### src/design/assert_macros.svh
// assertion helpers included by cpg_ctrl
`ifndef ASSERT_MACROS_SVH
`define ASSERT_MACROS_SVH

`ifndef ASSERT_OFF
// property must hold at every clock edge outside reset
`define ASSERT_PROP(lbl, clk, rst_n, prop) \
    lbl: assert property (@(posedge clk) disable iff (!rst_n) prop) \
        else $error("assertion failed");
// condition must never be true outside reset
`define ASSERT_NEVER(lbl, clk, rst_n, cond) \
    lbl: assert property (@(posedge clk) disable iff (!rst_n) !(cond)) \
        else $error("forbidden condition seen");
`else
`define ASSERT_PROP(lbl, clk, rst_n, prop)
`define ASSERT_NEVER(lbl, clk, rst_n, cond)
`endif

`endif

### src/design/cpg_pkg.sv
package cpg_pkg;

    typedef logic signed [15:0] t_torque;

    typedef struct packed {
        logic [15:0] elapsed_time;
        logic        run_enable;
    } t_in_item;

    typedef struct packed {
        t_torque elbow_one;
        t_torque axle_one;
        t_torque elbow_two;
        t_torque axle_two;
        t_torque elbow_three;
        t_torque axle_three;
        t_torque elbow_four;
        t_torque axle_four;
    } t_out_item;

    // configuration register indexes
    localparam logic [2:0] CFG_TURN_RATE   = 3'd0;
    localparam logic [2:0] CFG_PHASE_LEG_A = 3'd1;
    localparam logic [2:0] CFG_PHASE_LEG_B = 3'd2;
    localparam logic [2:0] CFG_PHASE_LEG_C = 3'd3;
    localparam logic [2:0] CFG_PHASE_LEG_D = 3'd4;

    // multiply steps of one leg
    localparam logic [2:0] STEP_SQUARE       = 3'd0;
    localparam logic [2:0] STEP_HORNER_FIRST = 3'd1;
    localparam logic [2:0] STEP_HORNER_LAST  = 3'd4;
    localparam logic [2:0] STEP_SINE         = 3'd5;
    localparam logic [2:0] STEP_SCALE        = 3'd6;

    localparam logic [1:0] LEG_LAST = 2'd3;

    // quarter sine polynomial in q30, constant term first
    localparam logic [30:0] POLY_COEF [0:4] = '{
        31'd1686629713, 31'd693598668, 31'd85569306, 31'd5026996, 31'd172272
    };
    localparam logic [2:0] COEF_TOP = 3'd4;

    // amplitude 10 in units of 1/2048
    localparam logic [14:0] TORQUE_FULL = 15'd20480;
    localparam logic [62:0] ROUND_HALF  = 63'h0000_0000_2000_0000;

    typedef struct packed {
        logic       load_in;
        logic       rate_mul;
        logic       acc_add;
        logic       setup;
        logic       leg_mul;
        logic       leg_use;
        logic [2:0] step;
        logic [1:0] leg;
        logic       out_load;
    } t_dp_cmd;

endpackage

### src/design/four_phase_sine_gait_generator.sv
// four-leg sine gait generator: each accepted tick with run_enable set adds
// turn_rate * elapsed_time to a wrapping 32-bit phase (2^-32 turn) and gives one
// item of eight joint torques (units 1/2048, amplitude 10): the waves of legs
// a..d at phase + leg phase, then the waves of d, c, a, b negated; a tick
// with run_enable clear is taken and dropped with no item out. a running
// tick does the rate product and the phase add, then per leg a setup and
// seven products (square, four horner steps, sine, amplitude scale), each
// a multiply state then a use state, legs in turn, on one shared 31x31
// multiplier with a registered product, until its item is loaded into the
// output register. the next tick is taken once the previous result sits in
// the output register, even while that result is still stalled. configuration
// writes are meant for idle times only; unknown register indexes are ignored
module four_phase_sine_gait_generator #(
    parameter int SINE_TABLE_BITS = 10
) (
    input  logic               i_clk,
    input  logic               i_rst_n,
    // configuration write port
    input  logic               i_cfg_we,
    input  logic [2:0]         i_cfg_index,
    input  logic [23:0]        i_cfg_data,
    // tick items in
    input  logic               i_in_valid,
    output logic               o_in_stall,
    input  cpg_pkg::t_in_item  i_in_item,
    // torque items out
    output logic               o_out_valid,
    input  logic               i_out_stall,
    output cpg_pkg::t_out_item o_out_item
);
    import cpg_pkg::*;

    t_dp_cmd cmd;

    // sequencer: owns handshake and output valid
    cpg_ctrl u_ctrl (
        .i_clk        (i_clk),
        .i_rst_n      (i_rst_n),
        .i_in_valid   (i_in_valid),
        .i_run_enable (i_in_item.run_enable),
        .i_out_stall  (i_out_stall),
        .o_in_stall   (o_in_stall),
        .o_out_valid  (o_out_valid),
        .o_cmd        (cmd)
    );

    // registers, phase accumulator, shared multiplier and output register
    cpg_datapath #(
        .SINE_TABLE_BITS (SINE_TABLE_BITS)
    ) u_datapath (
        .i_clk       (i_clk),
        .i_rst_n     (i_rst_n),
        .i_cfg_we    (i_cfg_we),
        .i_cfg_index (i_cfg_index),
        .i_cfg_data  (i_cfg_data),
        .i_in_item   (i_in_item),
        .i_cmd       (cmd),
        .o_out_item  (o_out_item)
    );

endmodule

### src/design/cpg_datapath.sv
module cpg_datapath #(
    parameter int SINE_TABLE_BITS = 10
) (
    input  logic               i_clk,
    input  logic               i_rst_n,
    input  logic               i_cfg_we,
    input  logic [2:0]         i_cfg_index,
    input  logic [23:0]        i_cfg_data,
    input  cpg_pkg::t_in_item  i_in_item,
    input  cpg_pkg::t_dp_cmd   i_cmd,
    output cpg_pkg::t_out_item o_out_item
);
    import cpg_pkg::*;

    localparam int FracW = SINE_TABLE_BITS - 2;
    localparam int ShiftW = 32 - SINE_TABLE_BITS;
    localparam logic [FracW:0] FracOne = {1'b1, {FracW{1'b0}}};

    logic [23:0] r_rate;
    logic [15:0] r_leg_phase [4];
    logic [15:0] r_dt;
    logic [31:0] r_acc;
    logic [30:0] r_u;
    logic [30:0] r_u2;
    logic [30:0] r_p;
    logic [30:0] r_s;
    logic [1:0]  r_quad;
    logic [61:0] r_prod;
    t_torque     r_wave [4];
    t_out_item   r_out;

    logic [31:0] angle;
    logic [SINE_TABLE_BITS-1:0] idx;
    logic [FracW:0] frac_ext;
    logic [FracW:0] frac_m;
    logic [30:0] n_u;
    logic [30:0] mul_a;
    logic [30:0] mul_b;
    logic [31:0] horner_sub;
    logic [62:0] round_sum;
    logic [32:0] mag_full;
    logic [14:0] mag;
    t_torque     n_wave;

    // phase lookup for the leg being set up
    always_comb begin
        angle    = r_acc + {r_leg_phase[i_cmd.leg], 16'h0000};
        idx      = angle[31 -: SINE_TABLE_BITS];
        frac_ext = {1'b0, idx[FracW-1:0]};
        frac_m   = idx[FracW] ? (FracOne - frac_ext) : frac_ext;
        n_u      = {frac_m, {ShiftW{1'b0}}};
    end

    // shared multiplier operand select
    always_comb begin
        mul_a = r_u;
        mul_b = r_u;
        if (i_cmd.rate_mul) begin
            mul_a = {7'd0, r_rate};
            mul_b = {15'd0, r_dt};
        end else begin
            case (i_cmd.step)
                STEP_SQUARE: begin
                    mul_a = r_u;
                    mul_b = r_u;
                end
                STEP_SINE: begin
                    mul_a = r_u;
                    mul_b = r_p;
                end
                STEP_SCALE: begin
                    mul_a = r_s;
                    mul_b = {16'd0, TORQUE_FULL};
                end
                default: begin
                    mul_a = r_u2;
                    mul_b = r_p;
                end
            endcase
        end
    end

    // post-multiply arithmetic
    always_comb begin
        horner_sub = {1'b0, POLY_COEF[COEF_TOP - i_cmd.step]} - r_prod[61:30];
        round_sum  = {1'b0, r_prod} + ROUND_HALF;
        mag_full   = round_sum[62:30];
        mag        = (mag_full > {18'd0, TORQUE_FULL}) ? TORQUE_FULL : mag_full[14:0];
        n_wave     = r_quad[1] ? -$signed({1'b0, mag}) : $signed({1'b0, mag});
    end

    always_ff @(posedge i_clk) begin
        if (!i_rst_n) begin
            r_rate <= '0;
            for (int i = 0; i < 4; i++) begin
                r_leg_phase[i] <= '0;
            end
            r_acc <= '0;
        end else begin
            if (i_cfg_we) begin
                case (i_cfg_index)
                    CFG_TURN_RATE:   r_rate         <= i_cfg_data;
                    CFG_PHASE_LEG_A: r_leg_phase[0] <= i_cfg_data[15:0];
                    CFG_PHASE_LEG_B: r_leg_phase[1] <= i_cfg_data[15:0];
                    CFG_PHASE_LEG_C: r_leg_phase[2] <= i_cfg_data[15:0];
                    CFG_PHASE_LEG_D: r_leg_phase[3] <= i_cfg_data[15:0];
                    default: ;
                endcase
            end
            if (i_cmd.acc_add) begin
                r_acc <= r_acc + r_prod[31:0];
            end
        end
    end

    always_ff @(posedge i_clk) begin
        if (i_cmd.load_in) begin
            r_dt <= i_in_item.elapsed_time;
        end
        if (i_cmd.rate_mul || i_cmd.leg_mul) begin
            r_prod <= 62'(mul_a) * 62'(mul_b);
        end
        if (i_cmd.setup) begin
            r_u    <= n_u;
            r_quad <= idx[SINE_TABLE_BITS-1 -: 2];
            r_p    <= POLY_COEF[COEF_TOP];
        end
        if (i_cmd.leg_use) begin
            if (i_cmd.step == STEP_SQUARE) begin
                r_u2 <= r_prod[60:30];
            end else if (i_cmd.step inside {[STEP_HORNER_FIRST:STEP_HORNER_LAST]}) begin
                r_p <= horner_sub[30:0];
            end else if (i_cmd.step == STEP_SINE) begin
                r_s <= r_prod[60:30];
            end else begin
                r_wave[i_cmd.leg] <= n_wave;
            end
        end
        if (i_cmd.out_load) begin
            r_out.elbow_one   <= r_wave[0];
            r_out.axle_one    <= r_wave[1];
            r_out.elbow_two   <= r_wave[2];
            r_out.axle_two    <= r_wave[3];
            r_out.elbow_three <= -r_wave[3];
            r_out.axle_three  <= -r_wave[2];
            r_out.elbow_four  <= -r_wave[0];
            r_out.axle_four   <= -r_wave[1];
        end
    end

    assign o_out_item = r_out;

endmodule

### src/design/cpg_ctrl.sv
`include "assert_macros.svh"

module cpg_ctrl (
    input  logic             i_clk,
    input  logic             i_rst_n,
    input  logic             i_in_valid,
    input  logic             i_run_enable,
    input  logic             i_out_stall,
    output logic             o_in_stall,
    output logic             o_out_valid,
    output cpg_pkg::t_dp_cmd o_cmd
);
    import cpg_pkg::*;

    localparam logic [2:0] S_IDLE     = 3'd0;
    localparam logic [2:0] S_RATE_MUL = 3'd1;
    localparam logic [2:0] S_ACC_ADD  = 3'd2;
    localparam logic [2:0] S_SETUP    = 3'd3;
    localparam logic [2:0] S_MUL      = 3'd4;
    localparam logic [2:0] S_USE      = 3'd5;
    localparam logic [2:0] S_DONE     = 3'd6;

    logic [2:0] r_state, n_state;
    logic [2:0] r_step, n_step;
    logic [1:0] r_leg, n_leg;
    logic       r_out_valid, n_out_valid;
    t_dp_cmd    cmd;

    always_comb begin
        n_state     = r_state;
        n_step      = r_step;
        n_leg       = r_leg;
        cmd         = '0;
        cmd.step    = r_step;
        cmd.leg     = r_leg;
        case (r_state)
            S_IDLE: begin
                if (i_in_valid) begin
                    cmd.load_in = 1'b1;
                    if (i_run_enable) begin
                        n_state = S_RATE_MUL;
                    end
                end
            end
            S_RATE_MUL: begin
                cmd.rate_mul = 1'b1;
                n_state      = S_ACC_ADD;
            end
            S_ACC_ADD: begin
                cmd.acc_add = 1'b1;
                n_leg       = '0;
                n_state     = S_SETUP;
            end
            S_SETUP: begin
                cmd.setup = 1'b1;
                n_step    = STEP_SQUARE;
                n_state   = S_MUL;
            end
            S_MUL: begin
                cmd.leg_mul = 1'b1;
                n_state     = S_USE;
            end
            S_USE: begin
                cmd.leg_use = 1'b1;
                if (r_step == STEP_SCALE) begin
                    if (r_leg == LEG_LAST) begin
                        n_state = S_DONE;
                    end else begin
                        n_leg   = r_leg + 2'd1;
                        n_state = S_SETUP;
                    end
                end else begin
                    n_step  = r_step + 3'd1;
                    n_state = S_MUL;
                end
            end
            S_DONE: begin
                // wait until the output register is free
                if (!r_out_valid || !i_out_stall) begin
                    cmd.out_load = 1'b1;
                    n_state      = S_IDLE;
                end
            end
            default: begin
                n_state = S_IDLE;
            end
        endcase
    end

    always_comb begin
        n_out_valid = r_out_valid;
        if (cmd.out_load) begin
            n_out_valid = 1'b1;
        end else if (r_out_valid && !i_out_stall) begin
            n_out_valid = 1'b0;
        end
    end

    always_ff @(posedge i_clk) begin
        if (!i_rst_n) begin
            r_state     <= S_IDLE;
            r_step      <= STEP_SQUARE;
            r_leg       <= '0;
            r_out_valid <= 1'b0;
        end else begin
            r_state     <= n_state;
            r_step      <= n_step;
            r_leg       <= n_leg;
            r_out_valid <= n_out_valid;
        end
    end

    assign o_in_stall  = (r_state != S_IDLE);
    assign o_out_valid = r_out_valid;
    assign o_cmd       = cmd;

    `ASSERT_NEVER(a_no_overwrite, i_clk, i_rst_n, cmd.out_load && r_out_valid && i_out_stall)
    `ASSERT_NEVER(a_step_range, i_clk, i_rst_n, r_step > STEP_SCALE)
    `ASSERT_PROP(a_last_leg_done, i_clk, i_rst_n, (r_state == S_USE && r_step == STEP_SCALE && r_leg == LEG_LAST) |=> (r_state == S_DONE))
    `ASSERT_PROP(a_held_result, i_clk, i_rst_n, (r_state == S_DONE && r_out_valid && i_out_stall) |=> (r_state == S_DONE && r_out_valid))

endmodule
### config.mk
export PLATFORM = sky130hd
export DESIGN_NAME = four_phase_sine_gait_generator
export DESIGN_NICKNAME = d
export VERILOG_FILES = /design/src/design/cpg_pkg.sv /design/src/design/four_phase_sine_gait_generator.sv /design/src/design/cpg_datapath.sv /design/src/design/cpg_ctrl.sv
export VERILOG_INCLUDE_DIRS = /design/src /design/src/design
export SDC_FILE = /design/constraint.sdc
export NUM_CORES = 2
export LEC_CHECK = 0
export ABC_AREA = 1
export BUFFER_PORTS_ARGS = -buffer_cell sky130_fd_sc_hd__buf_4
export CAP_MARGIN = 20
export CORE_MARGIN = 2
export CORE_UTILIZATION = 50
export DETAILED_ROUTE_END_ITERATION = 6
export PLACE_DENSITY = 0.66
export SETUP_SLACK_MARGIN = 0.3
export SYNTH_ARGS = -nofsm -noshare
export SYNTH_HDL_FRONTEND = slang
export SYNTH_SLANG_ARGS = --single-unit
### constraint.sdc
create_clock -name i_clk -period 22.7 [get_ports i_clk]
set_input_delay 6.81 -clock i_clk [delete_from_list [all_inputs] [get_ports i_clk]]
set_output_delay 6.81 -clock i_clk [all_outputs]
set_load 0.02 [all_outputs]
Word-level counts from Yosys, hierarchy flattened
Memory sizes are Yosys's and may differ from the RTL's. A register that Yosys moved wholly into a read port is not among the register bits.
Index checks and enable logic that the tools add are counted.
W data, S select, Z words.

storage, ports and cells
  bits in registers = 375
  bits in writable memories = 128
  bits in read-only memories = 248
  output and inout bits = 130
  logic and storage cells = 152
  memories = 3

cells by class
  $add $sub $neg = 13
  multipliers = 1
  magnitude comparators = 4
  equal/unequal tests = 19
  mux-type cells = 63
  bitwise logic cells = 7
  reduce and logical (&&, ||, !) cells = 20

memory list
  memory                  words  width  rd ports  clocked after memory_dff  write ports  line                source
  (no name shown)         8      31     1         0                         0            cpg_datapath.sv:85  horner_sub = {1'b0, POLY_COEF[COEF_TOP - i_cmd.step]} - r_prod[61:30];
  u_datapath.r_leg_phase  4      16     1         1                         4            cpg_datapath.sv:20  logic [15:0] r_leg_phase [4];
  u_datapath.r_wave       4      16     4         0                         1            cpg_datapath.sv:29  t_torque r_wave [4];

operator list
  kind                      number
  $mux W31                  8
  $pmux W31 S2              2
  $mux W16                  5
  $add A32 B32 Y32          2
  $neg A16 Y16              4
  $add A62 B30 Y63 const B  1
  $mul A31 B31 Y62          1
  $gt A33 B15 Y1 const B    1
  $mux W1                   33
  $sub A31 B31 Y31          1
  $pmux W3 S7               1
  $eq A3 B3 Y1 const B      6
  $mux W3                   6
  $neg A15 Y16              1
  $mux W15                  1
  $eq A3 B2 Y1 const B      4
  $logic_not A3 Y1          3
  $sub A9 B8 Y9 const A     1
  $mux W2                   4
  $mux W8                   1
  $ne A2 B2 Y1 const B      4
  $eq A3 B1 Y1 const B      2
  $pmux W3 S2               1
  $reduce_and A2 Y1         3
  20 further kinds          31

Logic depth before layout (Yosys ltp)
  depth after elaboration = 9
  depth in mapped cells = 41
  mapped depth without buffers = 39

Hierarchy
From an unflattened synthesis, not the netlist that was laid out.

unflattened totals
  cell total of the unflattened synthesis = 6,051
  area total of the unflattened synthesis = 54,313.3 sq um

by module, submodules not included
  module        instances  cells each  area an instance (sq um)
  cpg_datapath  1          5,965       53,760.3
  cpg_ctrl      1          86          553.0

Worst setup path after synthesis
No wires, ideal clock.

  kind = input to register
  start = input port i_out_stall
  end = register u_datapath.r_out (netlist bit u_datapath.o_out_item[0]), enable pin
  arrival = 12.062 ns
  data required time = 22.090 ns
  slack = 10.028 ns
  stages = 3
  path buffers = 0
  cells stage by stage = nand2_1 > inv_1 > nor2_1

RTL lines
  item         line                                  source
  from (decl)  four_phase_sine_gait_generator.sv:28  input logic i_out_stall,
  to (decl)    cpg_datapath.sv:30                    t_out_item r_out;

Worst setup path in the final report
  start = register u_ctrl.r_step[0]
  end = register u_datapath.r_prod[59] (data pin)

on the way
  longest elaborated chain between the ends = 5
  elaborated cells on any way between the ends = 9

ends and longest elaborated chain
  item                                              line                 source
  from (decl)                                       cpg_ctrl.sv:24       logic [2:0] r_step, n_step;
  from (signal assigned)                            cpg_ctrl.sv:107      r_step <= n_step;
  $eq A3 B3 Y1 or $logic_not A3 Y1 (tied branches)  cpg_datapath.sv:62   case (i_cmd.step)
  $reduce_or A2 Y1 (no source line)                 -
  $pmux W31 S2                                      cpg_datapath.sv:62
  $mux W31                                          cpg_datapath.sv:58   if (i_cmd.rate_mul) begin
  $mul A31 B31 Y62 *                                cpg_datapath.sv:121  r_prod <= 62'(mul_a) * 62'(mul_b);
  to (signal assigned)                              cpg_datapath.sv:121
  to (decl)                                         cpg_datapath.sv:28   logic [61:0] r_prod;

Every way passes the cells marked *; elsewhere a longest branch is shown, timed or not.
A chain may end at the register's enable or synchronous reset.

==> key figures <==
Outcome
  • Status: complete, no violations

Layout
  • Ratio of cells with drive above 1 in the final layout: between 7 and 8%
  • # diodes: 0
  • Area growth, synth to finish: 9.39%
  • Final instance count without filler cells: between 7k and 8k
  • Layout Nets: approximately 7.5k

Routing
  • Detailed-router iteration count before antenna repair: 6
  • Starting DRT DRC Count: about 3.7k
  • DRT antenna net count: 0
  • Drt wl/cell: ~24 um
  • Vias: about 43k
  • DRC Markers: 0
  • Vias per inst: between 5 and 6
  • Drt total wl: around 180 mm

Worst setup path
  • CP max FO: 32
  • CP Capture Type: flop
  • R2R cell count: 35
  • R2R setup slack: roughly 11000 ps
  • Req. time, crit path: 23080 ps
  • Reg2Reg Launch Point: u_ctrl.r_step[0]
  • Slowest Stage Delay on Critical Path: approximately 890 ps
  • CP max stage cell: inv_1
  • Critical R2R Capture: u_datapath.r_prod[59]
  • Delay-heaviest family, CP: adder cells
  • Crit start category: flop
  • WS Path Type: reg -> reg
  • CP bufs+invs: 11
  • CP Data Arrival Time: ~12000 ps

Synth
  • Mux contribution to synthesized area: 0%
  • Distinct cells, synth: 62
  • Mapped Nets: 7348
  • Most common library cells after synthesis: 1168 x inv_1, 1017 x nor2_1, 1004 x nand2_1, 839 x fa_1, 402 x edfxtp_1
  • Syn. warnings: 0
  • Dominant cell by count in the synthesized netlist: inv_1
  • Adder-Cell Fraction of Synth Area: 38.8%
  • Post-synth ARST share: 0%
  • Flops & latches, synth: 500
  • Compound-Gate Fraction of Synth Area: approximately 6.5%
  • Sequential area share after synthesis: 25.7%
  • Xor/xnor share of the synthesized area: 2.74%
  • Main synth FF type: edfxtp_1
  • Synth Area in Simple Gates: roughly 17%
  • Synth area leaders: fa_1 31%, edfxtp_1 22%, inv_1 8.0%
  • Yosys top cell area share: between 30% and 40%
  • Gate count of the mapped netlist: slightly above 6k
  • Post-Syn Area: ~55000 um^2
  • EDFF count, synth: ~400
  • Largest family of logic cells by synthesized area: adder cells
  • Yosys top cell by area: fa_1
  • Avg Inst Size Synth: 8.92 um^2

Clock tree
  • Hold-fix buffers, CTS: 0
  • CTS Buf Count: 54
  • Clock Latency Late Sink: approximately 670 ps
  • Clk Tree Root Cell: clkbuf_16
  • Clock-pin slew on the worst setup and hold paths: ~70 ps
  • Htree depth: 2
  • PostCTS Resize Cnt: 0
  • # clock sinks: 500
  • Post-CTS setup buffer count: 0
  • Max clock buf depth: 3
  • TritonCTS clock tree: done

Global route
  • GR peak layer: met2
  • Grt total ovfl: 0
  • Met2 Track Usage GR: just over 50%
  • Global Route met3 Usage: under 10%
  • Global-route wire length before repair: between 200 and 300 mm
  • M1 GR Usage: roughly 44%
  • Antenna violations before repair: 4
  • Tot GR Track Use: between 30% and 40%
  • Largest net degree at the start of global routing: between 80 and 90
  • Number of global-route vias before repair: between 40k and 50k

Placement
  • GPL Wtd Cong: slightly below 1
  • HPWL after detailed placement: 147 mm
  • Inst Count DP: approximately 7.6k
  • Port buffer count: ~180
  • Place WS: around 11000 ps

STA
  • Worst setup margin: around 11000 ps
  • Setup TNS: 0 ps
  • Minimum clock period: roughly 11000 ps
  • Worst-Margin Slew: about 1100 ps
  • Max Fclk: roughly 90 MHz
  • Worst Skew: between 40 and 50 ps
  • Unrepaired setup endpoints after global routing: false
  • Fin. max-slew vios: 0
  • Final Hold Fails: 0
  • Final setup viols: 0
  • Slew HR: roughly a quarter
  • Tcrit/Tclk final: about half

Power and ir drop
  • Total chip power: ~9.3 mW
  • Peak VDD IR: 0.202 mV
  • Cell area power density: about 160 nW/um^2
  • Lkg Pwr: approximately 28 nW

Floorplanning
  • Die X: ~330 um
  • DIE AREA: about 110000 um^2
  • Rows: 121
  • Initial Utilization: 50.2%
  • Die Y: approximately 330 um
  • Core Area: 109000 um^2
  • IO Count: between 150 and 200

Flow run
  • MaxCap Viol Count: 0

Worst hold path
  • Hold crit path type: reg -> reg
  • Worst hold endpoint: u_datapath.r_p[27]
  • Hold path depth: 2
  • Hold_sp: u_datapath.r_p[27]
## final cells by class
class | count | area [um^2]
Tap cell | 1414 | 1770
Sequential cell | 500 | 14000
Multi-Input combinational cell | 4229 | 35300
Clock inverter | 36 | 437
Inverter | 1197 | 4490
Timing Repair Buffer | 288 | 2210
Fill cell | 9853 | 48900
Clock buffer | 63 | 1420
## sequential cells by signal, indices dropped and copies added (netlist names), 24 cells and up, named ones only
name                    count
u_datapath.o_out_item     124
u_datapath.r_leg_phase     64
u_datapath.r_wave          64
u_datapath.r_prod          62
u_datapath.r_acc           32
u_datapath.r_p             31
u_datapath.r_s             31
u_datapath.r_u2            31
u_datapath.r_rate          24
## how the worst max path moves through the flow
stage                          start                        to  slack [ps]  cells past startpoint
floorplan                i_out_stall  u_datapath.o_out_item[0]       10030                      3
global placement    u_ctrl.r_step[0]     u_datapath.r_prod[57]       11520                     35
detailed placement  u_ctrl.r_step[0]     u_datapath.r_prod[57]       11450                     35
CTS                 u_ctrl.r_step[0]     u_datapath.r_prod[57]       11420                     35
global route        u_ctrl.r_step[0]     u_datapath.r_prod[57]       10840                     31
finish              u_ctrl.r_step[0]     u_datapath.r_prod[59]       11270                     35
## metal layers
layer | routed length (um) | share of wire (%) | up-vias
li1 | - | - | 19200
met2 | 80600 | 44 | 2075
met3 | 18400 | 10 | 423
met1 | 73700 | 40 | 21300
met4 | 9300 | 5.1 | 2
met5 | 12 | 0.0066 | -
## stage by stage
step                cell area, um^2  hold WS, ps  utilization [%]
floorplan                     54500          421                -
CTS                           59600          457             54.9
global placement              57700          436             53.2
finish                        59700          456             55.0
global route                  59700          481             55.0
detailed placement            57700          447             53.2
## report_power, final
| group | internal [mW] | switching (mW) |
|---|---|---|
| sequential | 1.30 | 0.153 |
| combinational | 2.40 | 4.54 |
| clock | 0.549 | 0.390 |
## kinds of logic (layout without fill, tap and decap cells)
family / count (synthesis) / after routing
simple gates: 2271 / 2271
buf+inv: 1383 / 1584
fa+ha+maj: 1187 / 1187
compound gates: 602 / 602
flops: 500 / 500
xor+xnor: 169 / 169
## placed cells by master (no fill, tap or decap), types with 8 or more instances in the layout
cell	count
inv_1	1168
nor2_1	1006
nand2_1	1002
fa_1	839
edfxtp_1	402
ha_1	348
buf_4	283
a21oi_1	197
o21ai_0	195
nand3_1	104
dfxtp_1	98
xor2_1	96
xnor2_1	71
clkbuf_16	55
nor3_1	48
a31oi_1	36
nand4_1	32
o22ai_1	26
nor2_2	24
clkinv_1	22
o21a_1	17
o21ai_1	17
nand2_2	15
inv_2	15
a221oi_1	13
a21o_1	13
a221oi_2	12
a22oi_1	10
o21bai_1	10
clkinv_2	10
bufinv_16	9
or2_2	8
nor4_1	8
a21boi_0	8
## worst reg2reg max path, delay by kind of cell, from the launching register on
family          cells  cell delay [ps]
buf+inv            11             2170
compound gates      4             1120
flops               1              500
simple gates        9             2800
fa+ha+maj          10             4380
xor+xnor            1              160
Note: power is estimated with default switching activity, not from simulation.
